===== src/design/slfd_pkg.sv =====
`timescale 1ns / 1ps
`default_nettype none

package slfd_pkg;

    localparam int BYTE_W      = 8;
    localparam int INDEX_W     = 11;
    localparam int LENGTH_W    = 16;
    localparam int IN_TDATA_W  = 24;
    localparam int OUT_TDATA_W = 32;

    localparam logic [BYTE_W-1:0] SYNC_FIRST  = 8'hA5;
    localparam logic [BYTE_W-1:0] SYNC_SECOND = 8'h5A;

    // Request kinds carried on s_tuser.
    localparam logic MODE_PUSH = 1'b0;
    localparam logic MODE_READ = 1'b1;

    // Slot layout: sync bytes at 0 and 1, type at 2, length at 3 (low) and 4 (high).
    localparam int SYNC_FIRST_OFFSET  = 0;
    localparam int SYNC_SECOND_OFFSET = 1;
    localparam int TYPE_OFFSET        = 2;
    localparam int LEN_LO_OFFSET      = 3;
    localparam int LEN_HI_OFFSET      = 4;
    localparam int HEADER_BYTES       = 5;

    typedef enum logic [1:0] {
        ST_HUNT,
        ST_SECOND,
        ST_BODY
    } sync_state_t;

    typedef struct packed {
        logic wr_en;
        logic rd_en;
    } mem_ctl_t;

    typedef struct packed {
        logic                done;
        logic [BYTE_W-1:0]   frame_type;
        logic [LENGTH_W-1:0] frame_length;
    } frame_info_t;

endpackage

`default_nettype wire


===== src/design/slfd_ctrl.sv =====
`timescale 1ns / 1ps
`default_nettype none

module slfd_ctrl #(
    parameter int SLOT_COUNT = 8,
    parameter int SLOT_BYTES = 2048
) (
    input  wire logic                                          aclk,
    input  wire logic                                          aresetn,
    input  wire logic                                          accept,
    input  wire logic                                          mode,
    input  wire logic [slfd_pkg::BYTE_W-1:0]                   byte_in,
    input  wire logic [slfd_pkg::INDEX_W-1:0]                  read_index,
    output slfd_pkg::mem_ctl_t                                 mem_ctl,
    output logic [$clog2(SLOT_COUNT*SLOT_BYTES)-1:0]           mem_addr,
    output logic [slfd_pkg::BYTE_W-1:0]                        mem_wdata,
    output slfd_pkg::frame_info_t                              info
);
    import slfd_pkg::*;

    localparam int SW = $clog2(SLOT_COUNT);
    localparam int PW = $clog2(SLOT_BYTES);
    localparam int RW = ((PW > INDEX_W) ? PW : INDEX_W) + 1;
    localparam int CW = LENGTH_W + 1;

    sync_state_t         state_reg, state_next;
    logic [PW-1:0]       pos_reg, pos_next;
    logic [SW-1:0]       cur_slot_reg, cur_slot_next;
    logic [SW-1:0]       last_slot_reg, last_slot_next;
    logic [LENGTH_W-1:0] len_reg, len_next;
    logic                seen_reg, seen_next;

    // Shadow copies of the header bytes, kept in step with every store write
    // to offsets 2 to 4 of the current slot, so no memory read is needed.
    logic [BYTE_W-1:0]   cur_type_reg, cur_type_next;
    logic [BYTE_W-1:0]   cur_lo_reg, cur_lo_next;
    logic [BYTE_W-1:0]   cur_hi_reg, cur_hi_next;
    logic [BYTE_W-1:0]   last_type_reg, last_type_next;
    logic [LENGTH_W-1:0] last_len_reg, last_len_next;

    logic                push;
    logic                body_push;
    logic [PW-1:0]       pos_inc;
    logic [LENGTH_W-1:0] len_eff;
    logic                complete;
    logic [PW-1:0]       wr_off;
    logic [RW-1:0]       rd_sum;
    logic [PW-1:0]       rd_off;

    assign push      = accept && !mode;
    assign body_push = push && (state_reg == ST_BODY);
    assign pos_inc   = pos_reg + 1'b1;
    assign len_eff   = (pos_reg == PW'(LEN_HI_OFFSET)) ? {byte_in, cur_lo_reg} : len_reg;
    assign complete  = body_push && (pos_inc > PW'(HEADER_BYTES))
                       && (CW'(pos_inc) >= CW'(len_eff) + CW'(HEADER_BYTES));
    assign rd_sum    = RW'(read_index) + RW'(HEADER_BYTES);
    assign rd_off    = rd_sum[PW-1:0];

    always_comb begin
        state_next = state_reg;
        if (push) begin
            unique case (state_reg)
                ST_HUNT: begin
                    if (byte_in == SYNC_FIRST) begin
                        state_next = ST_SECOND;
                    end
                end
                ST_SECOND: begin
                    state_next = (byte_in == SYNC_SECOND) ? ST_BODY : ST_HUNT;
                end
                ST_BODY: begin
                    if (complete) begin
                        state_next = ST_HUNT;
                    end
                end
                default: begin
                    state_next = ST_HUNT;
                end
            endcase
        end
    end

    always_comb begin
        pos_next       = pos_reg;
        cur_slot_next  = cur_slot_reg;
        last_slot_next = last_slot_reg;
        len_next       = len_reg;
        seen_next      = seen_reg;
        cur_type_next  = cur_type_reg;
        cur_lo_next    = cur_lo_reg;
        cur_hi_next    = cur_hi_reg;
        last_type_next = last_type_reg;
        last_len_next  = last_len_reg;
        mem_ctl.wr_en  = 1'b0;
        mem_ctl.rd_en  = accept && mode;
        wr_off         = pos_reg;
        mem_wdata      = byte_in;

        if (push) begin
            unique case (state_reg)
                ST_HUNT: begin
                    if (byte_in == SYNC_FIRST) begin
                        mem_ctl.wr_en = 1'b1;
                        wr_off        = PW'(SYNC_FIRST_OFFSET);
                        pos_next      = PW'(SYNC_SECOND_OFFSET);
                    end
                end
                ST_SECOND: begin
                    if (byte_in == SYNC_SECOND) begin
                        mem_ctl.wr_en = 1'b1;
                        wr_off        = PW'(SYNC_SECOND_OFFSET);
                        pos_next      = PW'(TYPE_OFFSET);
                    end
                end
                ST_BODY: begin
                    mem_ctl.wr_en = 1'b1;
                    if (pos_reg == PW'(TYPE_OFFSET)) begin
                        cur_type_next = byte_in;
                    end
                    if (pos_reg == PW'(LEN_LO_OFFSET)) begin
                        cur_lo_next = byte_in;
                    end
                    if (pos_reg == PW'(LEN_HI_OFFSET)) begin
                        cur_hi_next = byte_in;
                        len_next    = len_eff;
                    end
                    pos_next = pos_inc;
                    if (complete) begin
                        pos_next       = '0;
                        last_slot_next = cur_slot_reg;
                        cur_slot_next  = cur_slot_reg + 1'b1;
                        seen_next      = 1'b1;
                        last_type_next = cur_type_next;
                        last_len_next  = {cur_hi_next, cur_lo_next};
                    end
                end
                default: begin
                end
            endcase
        end

        mem_addr = mem_ctl.rd_en ? {last_slot_reg, rd_off} : {cur_slot_reg, wr_off};

        // Until a frame has completed, the last slot is the current one.
        info.done         = complete;
        info.frame_type   = seen_next ? last_type_next : cur_type_next;
        info.frame_length = seen_next ? last_len_next : {cur_hi_next, cur_lo_next};
    end

    always_ff @(posedge aclk) begin
        if (!aresetn) begin
            state_reg     <= ST_HUNT;
            pos_reg       <= '0;
            cur_slot_reg  <= '0;
            last_slot_reg <= '0;
            len_reg       <= '0;
            seen_reg      <= 1'b0;
        end else begin
            state_reg     <= state_next;
            pos_reg       <= pos_next;
            cur_slot_reg  <= cur_slot_next;
            last_slot_reg <= last_slot_next;
            len_reg       <= len_next;
            seen_reg      <= seen_next;
        end
    end

    always_ff @(posedge aclk) begin
        cur_type_reg  <= cur_type_next;
        cur_lo_reg    <= cur_lo_next;
        cur_hi_reg    <= cur_hi_next;
        last_type_reg <= last_type_next;
        last_len_reg  <= last_len_next;
    end

`ifndef SYNTHESIS
    a_done_restarts_hunt: assert property (@(posedge aclk) disable iff (!aresetn)
        info.done |=> (state_reg == ST_HUNT) && (pos_reg == '0))
        else $error("completed frame did not return to hunting at position zero");
    a_done_rotates_slot: assert property (@(posedge aclk) disable iff (!aresetn)
        info.done |=> (last_slot_reg == $past(cur_slot_reg)) && seen_reg)
        else $error("completed frame did not become the last slot");
    a_access_needs_request: assert property (@(posedge aclk) disable iff (!aresetn)
        (mem_ctl.wr_en || mem_ctl.rd_en) |-> accept && !(mem_ctl.wr_en && mem_ctl.rd_en))
        else $error("store access without an accepted request");
`endif

endmodule

`default_nettype wire


===== config.mk =====
export PLATFORM = sky130hd
export DESIGN_NAME = slfd_ctrl
export DESIGN_NICKNAME = d
export VERILOG_FILES = /design/src/design/slfd_pkg.sv /design/src/design/slfd_ctrl.sv
export SDC_FILE = /design/constraint.sdc
export NUM_CORES = 1
export LEC_CHECK = 0
export BUFFER_PORTS_ARGS = -buffer_cell sky130_fd_sc_hd__buf_4
export CORE_MARGIN = 10
export CORE_UTILIZATION = 35
export DETAILED_ROUTE_END_ITERATION = 12
export PLACE_DENSITY_LB_ADDON = 0.25
export SYNTH_ARGS = -nofsm -noshare
export SYNTH_HDL_FRONTEND = slang
export SYNTH_SLANG_ARGS = --single-unit

===== constraint.sdc =====
create_clock -name aclk -period 6.56 [get_ports aclk]
set_input_delay 0.984 -clock aclk [delete_from_list [all_inputs] [get_ports aclk]]
set_output_delay 0.984 -clock aclk [all_outputs]
set_load 0.05 [all_outputs]

# == Yosys cells after proc, flatten, opt, wreduce, memory -nomap -nowiden ==
# Index checks and enable logic that the tools add are counted.
# word_totals
reg_bits,84
inputBits,23
out_inout_bits,49
elab_cells,77
# op_classes
addsub,4
magnitude_cmp,2
eq_ne,10
mux,38
n_reduce_logical,12
# ops
op,count
$mux 8,13
$mux 16,5
$mux 11,6
$pmux 11 s3,1
$eq 11x2->1 const B,2
$pmux 11 s2,1
$add 16x3->17 const B,1
$ge 11x17->1,1
$mux 14,1
$add 11x1->11 const B,1
$add 11x3->11 const B,1
$eq 11x3->1 const B,1
$gt 11x3->1 const B,1
$reduce_and 3->1,3
$eq 8x7->1 const B,1
$eq 8x8->1 const B,1
$mux 1,6
$mux 2,3
$ne 2x2->1 const B,3
$pmux 2 s3,1
$logic_and 1x1->1,5
$reduce_and 4->1,1
$add 3x1->3 const B,1
$pmux 1 s3,1
5 further kinds,5

# == Depth between registers and ports, before layout ==
# Gate-level depths: netlist (run 1).
# depth
word_depth,9
ltp_mapped,24
depth_no_buf,20

# == Worst setup path after synthesis (run 1) ==
# No wires, ideal clock.
# synth_path
kind,register to output
start,reg pos_reg[7]
end,out info[0] (netlist name)
arrival_time_ps,5813
slack_ps,-237
path_stages_with_launch,22
path_buffers,4
path_cell_list,dfxtp_1 > buf_2 > or4_4 > nor3_4 > clkbuf_1 > buf_1 > mux2i_1 > inv_1 > ha_1 > a31oi_1 > nand2_1 > and2_1 > xor2_1 > ha_1 > a21oi_1 > nor2b_1 > a2111oi_0 > a2111oi_4 > o21ai_0 > nor2_2 > buf_4 > o21ai_0
# synth_lines
item,line,rtl
"start, declared",slfd_ctrl.sv:27,"logic [PW-1:0] pos_reg, pos_next;"
"start signal, assigned",slfd_ctrl.sv:160,pos_reg <= pos_next;
"end, declared",slfd_ctrl.sv:17,output slfd_pkg::frame_info_t info

==> results of run 1 <==
[layer usage]
layer,global-route usage,vias up,routed length (um)
met5,0,-,0
met4,0.0681,0,398
met3,0.0279,24,662
met2,0.247,119,7530
met1,0.193,2310,7020
li1,-,2412,-
[cells in the final DEF, fill, tap and decap left out, types with 4 or more instances in the layout]
cell / netlist / routed
a21o_1: 9 / 9
a21oi_1: 29 / 29
a32oi_1: 6 / 6
and3_1: 4 / 4
buf_4: 11 / 81
clkbuf_16: 0 / 9
dfxtp_1: 84 / 83
ha_1: 21 / 21
inv_1: 18 / 18
mux2_2: 17 / 17
mux2i_1: 43 / 42
nand2_1: 164 / 163
nand2b_1: 10 / 10
nand3_1: 11 / 11
nand4_1: 9 / 9
nor2_1: 33 / 33
nor2b_1: 5 / 5
nor3_1: 9 / 9
nor4_1: 6 / 6
o211ai_1: 8 / 8
o21ai_0: 30 / 30
o21ai_1: 5 / 5
or2_0: 6 / 6
or2_1: 11 / 11
or3_1: 4 / 4
xnor2_1: 18 / 18
xor2_1: 13 / 13
[power by group]
group	total (W)	switching (W)	internal, W	leakage [nW]
Sequential	0.000510	0.0000000342	0.000510	0.677
Combinational	0.0000725	0.0000494	0.0000231	1.81
Clock	0.000494	0.000224	0.000270	0.135
Total	0.00108	0.000274	0.000802	2.62
[timing repair]
item / in CTS / in global routing
endpoints found under the setup margin: 6 / 25
gates cloned: 2 / 1
hold buffers: 0 / 0
setup buffers: 0 / 3
endpoints found under the hold margin: 0 / 0
resized for setup: 2 / 5
pin swaps: 0 / 4
[Yosys cell counts (4+ instances only)]
cell type    n  area (um^2)
nand2_1    164          616
dfxtp_1     84         1680
mux2i_1     43          430
nor2_1      33          124
clkbuf_1    31          116
o21ai_0     30          150
a21oi_1     29          145
ha_1        21          263
inv_1       18         67.6
xnor2_1     18          158
mux2_2      17          191
xor2_1      13          114
buf_4       11         82.6
nand3_1     11         55.1
or2_1       11         68.8
nand2b_1    10         62.6
a21o_1       9         67.6
nand4_1      9         56.3
nor3_1       9         45.0
o211ai_1     8         60.1
a32oi_1      6         52.6
buf_2        6         30.0
buf_6        6         67.6
nor4_1       6         37.5
or2_0        6         37.5
nor2b_1      5         31.3
o21ai_1      5         25.0
and3_1       4         25.0
or3_1        4         25.0
[cells by family (layout without fill, tap and decap cells)]
kind of cell             Yosys count  count (layout)
AND/OR/NAND/NOR                  293             294
AO/OA/AOI/OAI                    113             115
flip-flops                        84              84
buffers and inverters             75             115
multiplexers                      64              64
XOR/XNOR                          31              31
adder cells (fa/ha/maj)           21              21
[metrics by stage]
| stage | hold WS (ns) | cell area, um^2 | util |
|---|---|---|---|
| 2_1_floorplan | 0.407 | 5410 | - |
| 3_3_place_gp | 0.414 | 5920 | 0.391 |
| 3_5_place_dp | 0.424 | 5920 | 0.391 |
| 4_1_cts | 0.439 | 6250 | 0.413 |
| 5_1_grt | 0.450 | 6300 | 0.416 |
| 6_report | 0.435 | 6300 | 0.416 |
[worst max-delay path, stage by stage, from the launching register on]
cell and delay, ns:
dfxtp_1 0.40, or4_4 0.61, nor3_4 0.25, mux2i_2 0.26, inv_1 0.07, ha_1 0.20, a31oi_1 0.23, nand2_2 0.16
nand3_1 0.12, nor3b_1 0.18, a21oi_1 0.07, ha_1 0.30, nand4_1 0.09, o221ai_1 0.24, nand4_1 0.18, a2111oi_4 0.48
buf_4 0.23, o221ai_4 0.21, or2_1 0.33, o21ai_1 0.09, buf_4 0.22
[area by class of cell]
class / instances / area, um^2
repair buffers: 81 / 608
multi-input cells: 525 / 3420
inverters: 18 / 67.6
flip-flops and latches: 84 / 1680
well taps: 188 / 235
fillers: 1484 / 8840
clock buffers: 10 / 239
clock inverters: 6 / 46.3
[worst paths after layout]
kind / from / to / slack (ns) / depth (start not counted)
max reg2reg: pos_reg[7]$_SDFFE_PN0P_ / state_reg[0]$_SDFFE_PN0P_ / 1.22 / 20
min reg2reg: last_len_reg[13]$_DFF_P_ / last_len_reg[13]$_DFF_P_ / 0.44 / 2
min: last_len_reg[13]$_DFF_P_ / last_len_reg[13]$_DFF_P_ / 0.44 / 2
max: pos_reg[7]$_SDFFE_PN0P_ / info[5] / 0.30 / 20
==> key figures, run 1 <==
Status
  • Outcome: completed

Timing
  • Final setup viols: 0
  • Setup Skew: roughly 0.012 ns
  • Slew @ Worst Pin: about 1.1 ns
  • Setup TNS: 0 ns
  • RSZ-0062 raised after global routing: false
  • Max transition margin: 0.270
  • Fin crit share: 0.955
  • Hold Vio Cnt, Final: 0
  • Slew Limit Fails: 0
  • Fmax: between 150 and 200 MHz
  • Setup ws final: 0.298 ns
  • Min Tclk post-route: 6.26 ns

Floorplanning
  • IO Count: between 70 and 80
  • # rows: 45
  • Die X: ~140 um
  • Die H: roughly 140 um
  • Initial Utilization: 0.357
  • Core Box Area: 15,100 um^2
  • DIE AREA: 20,800 um^2

Synth
  • Mux contribution to synthesized area: 0.126
  • Netlist cell types: 62
  • Yosys reg bits: 84
  • Post-synthesis sequential area ratio: 0.311
  • Compound-Gate Fraction of Synth Area: 0.142
  • Mapped cell area: 5410 um^2
  • Asr flop ratio synth: 0
  • Synth Area in Simple Gates: 0.252
  • Ys flop type: dfxtp_1
  • Ys Warns: 0
  • Syn_nets: 725
  • Synth Area in Adders: 0.0486
  • Post-Synth XOR/XNOR Area: 0.0502
  • EDFF count, synth: 0
  • Avg Inst Size Synth: 7.94 um^2
  • Cells after Synth: a little under 700
  • Main combinational cell family by area after synthesis: simple AND/OR/NAND/NOR gates

Routing
  • Wire per inst: 17.1 um
  • ANT nets after route: 0
  • Final WL: 15,600 um
  • DRT iter0 DRCs: 308
  • DR DRC count: 0
  • First-pass DRT Iterations: 5
  • Via Count: 4,865
  • Routed vias/inst: 5.33

Worst setup path
  • Worst setup SP type: flip-flop
  • CP Max Fanout: 11
  • Crit Path Class: flip-flop to primary output
  • Worst Setup End Kind: primary output
  • Worst path required time: 5.58 ns
  • Critical path data arrival time: between 5 and 6 ns

Clocking
  • Total CTS buffers: 9
  • Max clock buf depth: 2
  • H-tree levels: 3
  • Later-pin clock latency in the skew report: 0.35 ns
  • Clock Sinks: 84
  • CTS Root Cell: clkbuf_16
  • Clock transition at the registers of the reported paths: 0.07 ns
  • CTS tree: yes

Power and ir drop
  • Pwr dens: roughly 170 nW/um^2
  • Peak supply drop: 0.115 mV
  • Leak Pwr: approximately 2.6 nW
  • Power after layout: 0.00108 W

Global routing
  • Total track usage: 0.153
  • Largest net degree at the start of global routing: 33
  • Vias in the first global route: 4,876
  • Initial antenna violation count: 0
  • Total gr overflow: 0
  • First-pass GRT wire length: 25,400 um

Placed design
  • Placed Cells: between 800 and 900
  • Port Buffer Count: 71
  • DP HPWL: 11,200 um
  • Setup WS pre-CTS: 0.266 ns
  • Final GP Congestion: 0.864

Job
  • Max cap viols: 0

Finish
  • Total Nets Final: 763
  • Share of cells above drive strength 1: 0.185
  • Layout Area Growth over Synthesis: 16.5%
  • Antenna Cells: 0
  • Non-filler instance count after layout: 912

Min path
  • Hold WC Path Type: flip-flop to flip-flop
(Power assumes the default switching activity.)
==> run 2, diff against run 1 <==
--- a/config.mk
+++ b/config.mk
@@ -7,9 +7,10 @@
 export LEC_CHECK = 0
 export BUFFER_PORTS_ARGS = -buffer_cell sky130_fd_sc_hd__buf_4
 export CORE_MARGIN = 10
-export CORE_UTILIZATION = 35
+export CORE_UTILIZATION = 59
 export DETAILED_ROUTE_END_ITERATION = 12
 export PLACE_DENSITY_LB_ADDON = 0.25
+export SKIP_LAST_GASP = 1
 export SYNTH_ARGS = -nofsm -noshare
 export SYNTH_HDL_FRONTEND = slang
 export SYNTH_SLANG_ARGS = --single-unit
==> constraint.sdc (replaced) <==
create_clock -name aclk -period 6.56 [get_ports aclk]
set_input_delay 0.656 -clock aclk [delete_from_list [all_inputs] [get_ports aclk]]
set_output_delay 0.656 -clock aclk [all_outputs]
set_load 0.05 [all_outputs]
==> key figures, run 2 (synthesis gave the netlist of run 1 again) <==
Timing
  • Setup TNS: 0 ns (unchanged)
  • Slew @ Worst Pin: 1.13 ns (+0.0461 ns)
  • Fin crit share: 0.944 (-0.0104)
  • Final setup viols: 0 (unchanged)
  • Max transition margin: 0.249 (-0.0212)
  • Fmax: 161 MHz (+1.1%)
  • RSZ-0062 raised after global routing: false
  • Min Tclk post-route: 6.19 ns (-0.0681 ns)
  • Hold WS: 0.440 ns (+0.00513 ns)
  • Slew Limit Fails: 0 (unchanged)
  • Setup Skew: 0.00969 ns (-0.00271 ns)
  • Hold Vio Cnt, Final: 0 (unchanged)

Routing
  • ANT nets after route: 0 (unchanged)
  • Via Count: 4,929 (+1.3%)
  • Wire per inst: 17.1 um (+0.22%)
  • First-pass DRT Iterations: 5 (unchanged)
  • DR DRC count: 0 (unchanged)
  • DRT iter0 DRCs: 310 (+0.65%)
  • Routed vias/inst: 5.95 (+11%)
  • Final WL: 14,200 um (-8.9%)

Global routing
  • Total gr overflow: 0 (unchanged)
  • First-pass GRT wire length: 23,000 um (-9.7%)
  • Vias in the first global route: 4,815 (-1.3%)
  • Total track usage: 0.209 (+0.0560)
  • Largest net degree at the start of global routing: 46 (+39%)
  • Initial antenna violation count: 0 (unchanged)

Worst setup path
  • Most used cell, CP: nand2_1
  • Critical path data arrival time: 5.54 ns (+0.26 ns)
  • Worst path required time: 5.90 ns (+0.32 ns)
  • Critical path's slowest cell: a2111oi_0
  • Crit path cell chain: or4_4 > or3_4 > nand2_1 > nand2_1 > ha_1 > a31oi_1 > nand2_1 > and2_1 > xor2_1 > ha_1 > a21oi_1 > nor2b_1 > a2111oi_0 > a2111oi_4 > buf_4 > o21ai_0 > nor2_4 > buf_12 > o21ai_0 > buf_4
  • Worst Setup End Kind: primary output
  • Crit Path Class: flip-flop to primary output
  • Worst setup SP type: flip-flop
  • Crit-path leading delay family: simple AND/OR/NAND/NOR gates
  • CP Max Fanout: 20 (+9)
  • CP max stage delay: 0.67 ns (+0.06 ns)
  • Crit path buf inv count: 3 (unchanged)

Min path
  • Hold WC Path Type: flip-flop to flip-flop

Clocking
  • Later-pin clock latency in the skew report: 0.36 ns (about the same)
  • Hold_buf cts: 0 (unchanged)
  • CTS Root Cell: clkbuf_8
  • Total CTS buffers: 9 (unchanged)
  • Max clock buf depth: 2 (unchanged)
  • Clock transition at the registers of the reported paths: 0.09 ns (+0.02 ns)
  • Clock Sinks: 84 (unchanged)
  • H-tree levels: 3 (unchanged)
  • CTS tree: yes

Placed design
  • DP HPWL: 10,100 um (-10%)
  • Port Buffer Count: 71 (unchanged)
  • Final GP Congestion: 0.914 (+5.8%)

Power and ir drop
  • Leak Pwr: 2.58 nW (-1.4%)
  • Internal Power: 0.000752 W (-6.3%)
  • Seq pwr share: 0.507 (+0.033)
  • Comb power frac: 0.072 (+0.005)
  • Peak supply drop: 0.132 mV (+15%)
  • Pwr dens: 165 nW/um^2 (-3.6%)
  • Switching part of the total power: 0.251 (-0.00319)
  • P_sw: 0.000252 W (-7.9%)
  • Clock power frac: 0.421 (-0.038)

Job
  • Max cap viols: 0 (unchanged)

Finish
  • Total Nets Final: 760 (-0.39%)
  • Most frequent cells in the layout: 164 x nand2_1, 84 x dfxtp_1, 78 x buf_4
  • Share of cells above drive strength 1: 0.175 (-0.0103)
  • Antenna Cells: 0 (unchanged)
  • Commonest non-fill, non-tap cell in the layout: nand2_1
  • Layout Area Growth over Synthesis: 12.8%

Floorplanning
  • Die X: 116 um (-20%)
  • IO Count: 72 (unchanged)
  • # rows: 34 (-24%)
  • Initial Utilization: 0.614 (+0.257)
  • DIE AREA: 13,400 um^2 (-36%)
  • Die H: 116 um (-20%)
  • Core Box Area: 8810 um^2 (-42%)

Status
  • Outcome: completed
## run 2: changes by cell type in the layout (fill, tap and decap cells not counted), moves of 2 or more
cell       before  now
buf_4          81   78
bufinv_16       0    2
clkbuf_16       9    0
clkbuf_8        1    9
o221ai_2        0    2
o221ai_4        3    1
## run 2: tightest hold or removal path: stages, from the launching register on
cell     delay, ns
dfxtp_1       0.32
nand2_1       0.05
nand2_1       0.04
## run 2: path summary, 6_finish.rpt
kind | startpoint | to | slack [ns] | depth (start not counted)
max reg2reg | pos_reg[6]$_SDFFE_PN0P_ | state_reg[1]$_SDFFE_PN0P_ | 0.94 | 21
min reg2reg | last_len_reg[11]$_DFF_P_ | last_len_reg[11]$_DFF_P_ | 0.44 | 2
min | last_len_reg[11]$_DFF_P_ | last_len_reg[11]$_DFF_P_ | 0.44 | 2
max | pos_reg[6]$_SDFFE_PN0P_ | info[2] | 0.37 | 20
## run 2: power groups by stage
stage               sequential [W]  clock [W]  combinational, W
finish                    0.000509   0.000423         0.0000720
global route              0.000510   0.000448         0.0000766
CTS                       0.000509   0.000428         0.0000720
detailed placement        0.000521          0         0.0000717
global placement          0.000521          0         0.0000706
floorplan                 0.000521          0         0.0000469
## run 2: layer usage
metal,GRT usage,wire length [um]
met4,0.0584,227
met3,0.0470,1090
met5,0,0
met2,0.353,7020
met1,0.261,5880
## run 2: metrics by stage
| step | cell area (um^2) | instances | util | total power [W] | worst slack [ns] |
|---|---|---|---|---|---|
| 6_report | 6100 | 829 | 0.693 | 0.00100 | 0.366 |
| 5_1_grt | 6100 | 829 | 0.693 | 0.00103 | 0.0745 |
| 4_1_cts | 6030 | 824 | 0.685 | 0.00101 | 0.258 |
| 3_5_place_dp | 5810 | 808 | 0.659 | 0.000593 | 0.671 |
| 3_3_place_gp | 5810 | 808 | 0.659 | 0.000592 | 0.857 |
| 2_1_floorplan | 5410 | 681 | - | 0.000568 | 0.0910 |
## run 2: final cells by class
| class | count | area, um^2 |
|---|---|---|
| multi-input combinational | 524 | 3390 |
| sequential | 84 | 1680 |
| clock inverter | 6 | 96.3 |
| inverter | 18 | 67.6 |
| tap | 108 | 135 |
| fill | 703 | 2710 |
| timing repair buffer | 79 | 606 |
| clock buffer | 10 | 128 |
## run 2: repair_timing
item                                    4_1_cts  5_1_grt
resized for setup                             0        1
endpoints found under the setup margin        0       21
buffers inserted                              0        3
==> run 3, diff against run 2 <==
==> constraint.sdc (replaced) <==
create_clock -name aclk -period 6.56 [get_ports aclk]
set_input_delay 1.312 -clock aclk [delete_from_list [all_inputs] [get_ports aclk]]
set_output_delay 1.312 -clock aclk [all_outputs]
set_load 0.05 [all_outputs]
==> key figures, run 3 (synthesis gave the netlist of run 1 again) <==
Timing
  • Max transition margin: 0.262 (+0.0135)
  • Slew Limit Fails: 0 (unchanged)
  • Fin crit share: 0.981 (+0.0370)
  • Setup ws final: 0.123 ns (-0.242 ns)
  • Min Tclk post-route: 6.44 ns (+0.242 ns)
  • Slew @ Worst Pin: 1.10 ns (-0.0243 ns)
  • Setup Skew: 0.00632 ns (-0.00336 ns)
  • Fmax: 155 MHz (-3.8%)
  • Final setup viols: 0 (unchanged)
  • Hold Vio Cnt, Final: 0 (unchanged)

Placed design
  • DP HPWL: 10,000 um (-0.42%)
  • Port Buffer Count: 71 (unchanged)
  • Final GP Congestion: 0.918 (+0.44%)
  • Placed Area: 5820 um^2 (+0.15%)
  • Setup WS pre-CTS: 0.177 ns (-0.494 ns)

Floorplanning
  • DIE AREA: 13,400 um^2 (unchanged)
  • Initial Utilization: 0.614 (unchanged)
  • Die H: 116 um (unchanged)
  • Die X: 116 um (unchanged)
  • Core Box Area: 8810 um^2 (unchanged)
  • IO Count: 72 (unchanged)
  • # rows: 34 (unchanged)

Finish
  • Antenna Cells: 0 (unchanged)
  • Total Nets Final: 769 (+1.2%)
  • Fin util: 0.714 (+0.0216)
  • Layout Area Growth over Synthesis: 16.3%
  • Commonest non-fill, non-tap cell in the layout: nand2_1
  • Multi-input gate area: 3440 um^2 (+1.4%)
  • Most frequent cells in the layout: 163 x nand2_1, 80 x dfxtp_1, 73 x buf_4
  • Filler Cells Inserted: 660 (-6.1%)
  • Design area: 6290 um^2 (+3.1%)
  • Sequential cell area: 1690 um^2 (+0.45%)
  • Share of cells above drive strength 1: 0.204 (+0.0294)

Worst setup path
  • Worst Setup End Kind: primary output
  • CP Max Fanout: 8 (-60%)
  • Worst path required time: 5.25 ns (-0.65 ns)
  • Worst setup SP type: flip-flop
  • Crit path buf inv count: 3 (unchanged)
  • Critical path's slowest cell: or4_4
  • Crit Path Class: flip-flop to primary output
  • CP max stage delay: 0.56 ns (-0.11 ns)
  • Critical path data arrival time: 5.12 ns (-0.42 ns)
  • Crit-path leading delay family: simple AND/OR/NAND/NOR gates
  • Crit path cell chain: or4_4 > nor3_4 > mux2i_2 > inv_1 > ha_1 > a31oi_2 > nand2_2 > nand2_1 > xnor2_1 > a21oi_1 > ha_1 > o21ai_0 > o221ai_2 > nand4_1 > a2111oi_4 > o221ai_4 > buf_6 > or2_0 > o21ai_1 > buf_6

Power and ir drop
  • Peak supply drop: 0.145 mV (+9.2%)
  • Pwr dens: 154 nW/um^2 (-6.7%)
  • Leak Pwr: 2.68 nW (+3.5%)
  • Power after layout: 0.000966 W (-3.8%)

Global routing
  • Vias in the first global route: 4,896 (+1.7%)
  • Total gr overflow: 0 (unchanged)
  • Total track usage: 0.215 (+0.00598)
  • Largest net degree at the start of global routing: 34 (-26%)
  • Initial antenna violation count: 0 (unchanged)
  • First-pass GRT wire length: 23,500 um (+2.6%)

Job
  • Max cap viols: 0 (unchanged)

Routing
  • Wire per inst: 17.4 um (+1.4%)
  • ANT nets after route: 0 (unchanged)
  • Via Count: 5,001 (+1.5%)
  • Final WL: 14,600 um (+2.5%)
  • DR DRC count: 0 (unchanged)
  • Routed vias/inst: 5.97 (+0.37%)
  • First-pass DRT Iterations: 5 (unchanged)
  • DRT iter0 DRCs: 339 (+9.4%)

Clocking
  • Max clock buf depth: 2 (unchanged)
  • Clock transition at the registers of the reported paths: 0.09 ns (about the same)
  • Total CTS buffers: 9 (unchanged)
  • CTS Root Cell: clkbuf_8
  • Later-pin clock latency in the skew report: 0.36 ns (about the same)
  • CTS tree: yes
  • Hold_buf cts: 0 (unchanged)
  • H-tree levels: 3 (unchanged)
  • Clock Sinks: 84 (unchanged)

Min path
  • Hold WC Path Type: flip-flop to flip-flop

Status
  • Outcome: completed
run 3: cell count changes in the layout (fill, tap and decap cells not counted), moves of 2 or more:
| cell | previous run | this run |
|---|---|---|
| o21ai_2 | 0 | 2 |
| dfxtp_1 | 84 | 80 |
| clkbuf_16 | 0 | 2 |
| o21ai_1 | 5 | 15 |
| dfxtp_2 | 0 | 3 |
| buf_6 | 0 | 13 |
| buf_4 | 78 | 73 |
| o21ai_0 | 30 | 18 |
| nor3b_2 | 0 | 2 |
| nor3b_1 | 2 | 0 |
run 3: metal layers:
metal / up-vias / global-route usage / wire [um]
met5: - / 0 / 0
met4: 0 / 0.0684 / 274
met3: 28 / 0.0605 / 1190
met2: 206 / 0.346 / 7010
met1: 2347 / 0.272 / 6100
li1: 2420 / - / -
run 3: path summary, 6_finish.rpt:
| check | start | endpoint | slack [ns] | cells after the start |
|---|---|---|---|---|
| worst max-delay path | pos_reg[8]$_SDFFE_PN0P_ | info[1] | 0.12 | 20 |
| worst min-delay path | last_len_reg[9]$_DFF_P_ | last_len_reg[9]$_DFF_P_ | 0.43 | 2 |
| worst max register to register | pos_reg[8]$_SDFFE_PN0P_ | state_reg[0]$_SDFFE_PN0P_ | 1.43 | 21 |
| worst min register to register | last_len_reg[9]$_DFF_P_ | last_len_reg[9]$_DFF_P_ | 0.43 | 2 |
run 3: metrics by stage:
stage               hold WS, ns  std cells  setup TNS [ns]
floorplan                 0.407        681          -0.675
global placement          0.417        809               0
detailed placement        0.421        809               0
CTS                       0.436        829               0
global route              0.464        838           -1.18
finish                    0.433        838               0
run 3: power by group:
group	total [W]	leakage [nW]	internal [W]	switching (W)
sequential	0.000509	0.679	0.000509	0.0000000384
combinational	0.0000722	1.90	0.0000231	0.0000490
clock	0.000385	0.0992	0.000181	0.000204
run 3: what timing repair did:
item                                    CTS  global route
endpoints found under the setup margin   16            25
pin swaps                                 1             4
setup buffers                             3             7
hold endpoints to repair                  0             0
resized for setup                         5            28
gates cloned                              1             2
run 3: final cells by class:
| cell class | instances | area share |
|---|---|---|
| clock buffers | 10 | 0.0203 |
| clock inverters | 6 | 0.0113 |
| inverters | 18 | 0.0107 |
| multi-input cells | 523 | 0.546 |
| flip-flops and latches | 84 | 0.268 |
| well taps | 108 | 0.0215 |
| repair buffers | 89 | 0.122 |
run 3: worst min-delay path, stage by stage, from the launching register on:
cell and delay, ns:
dfxtp_1 0.31, nand2_1 0.05, nand2_1 0.04
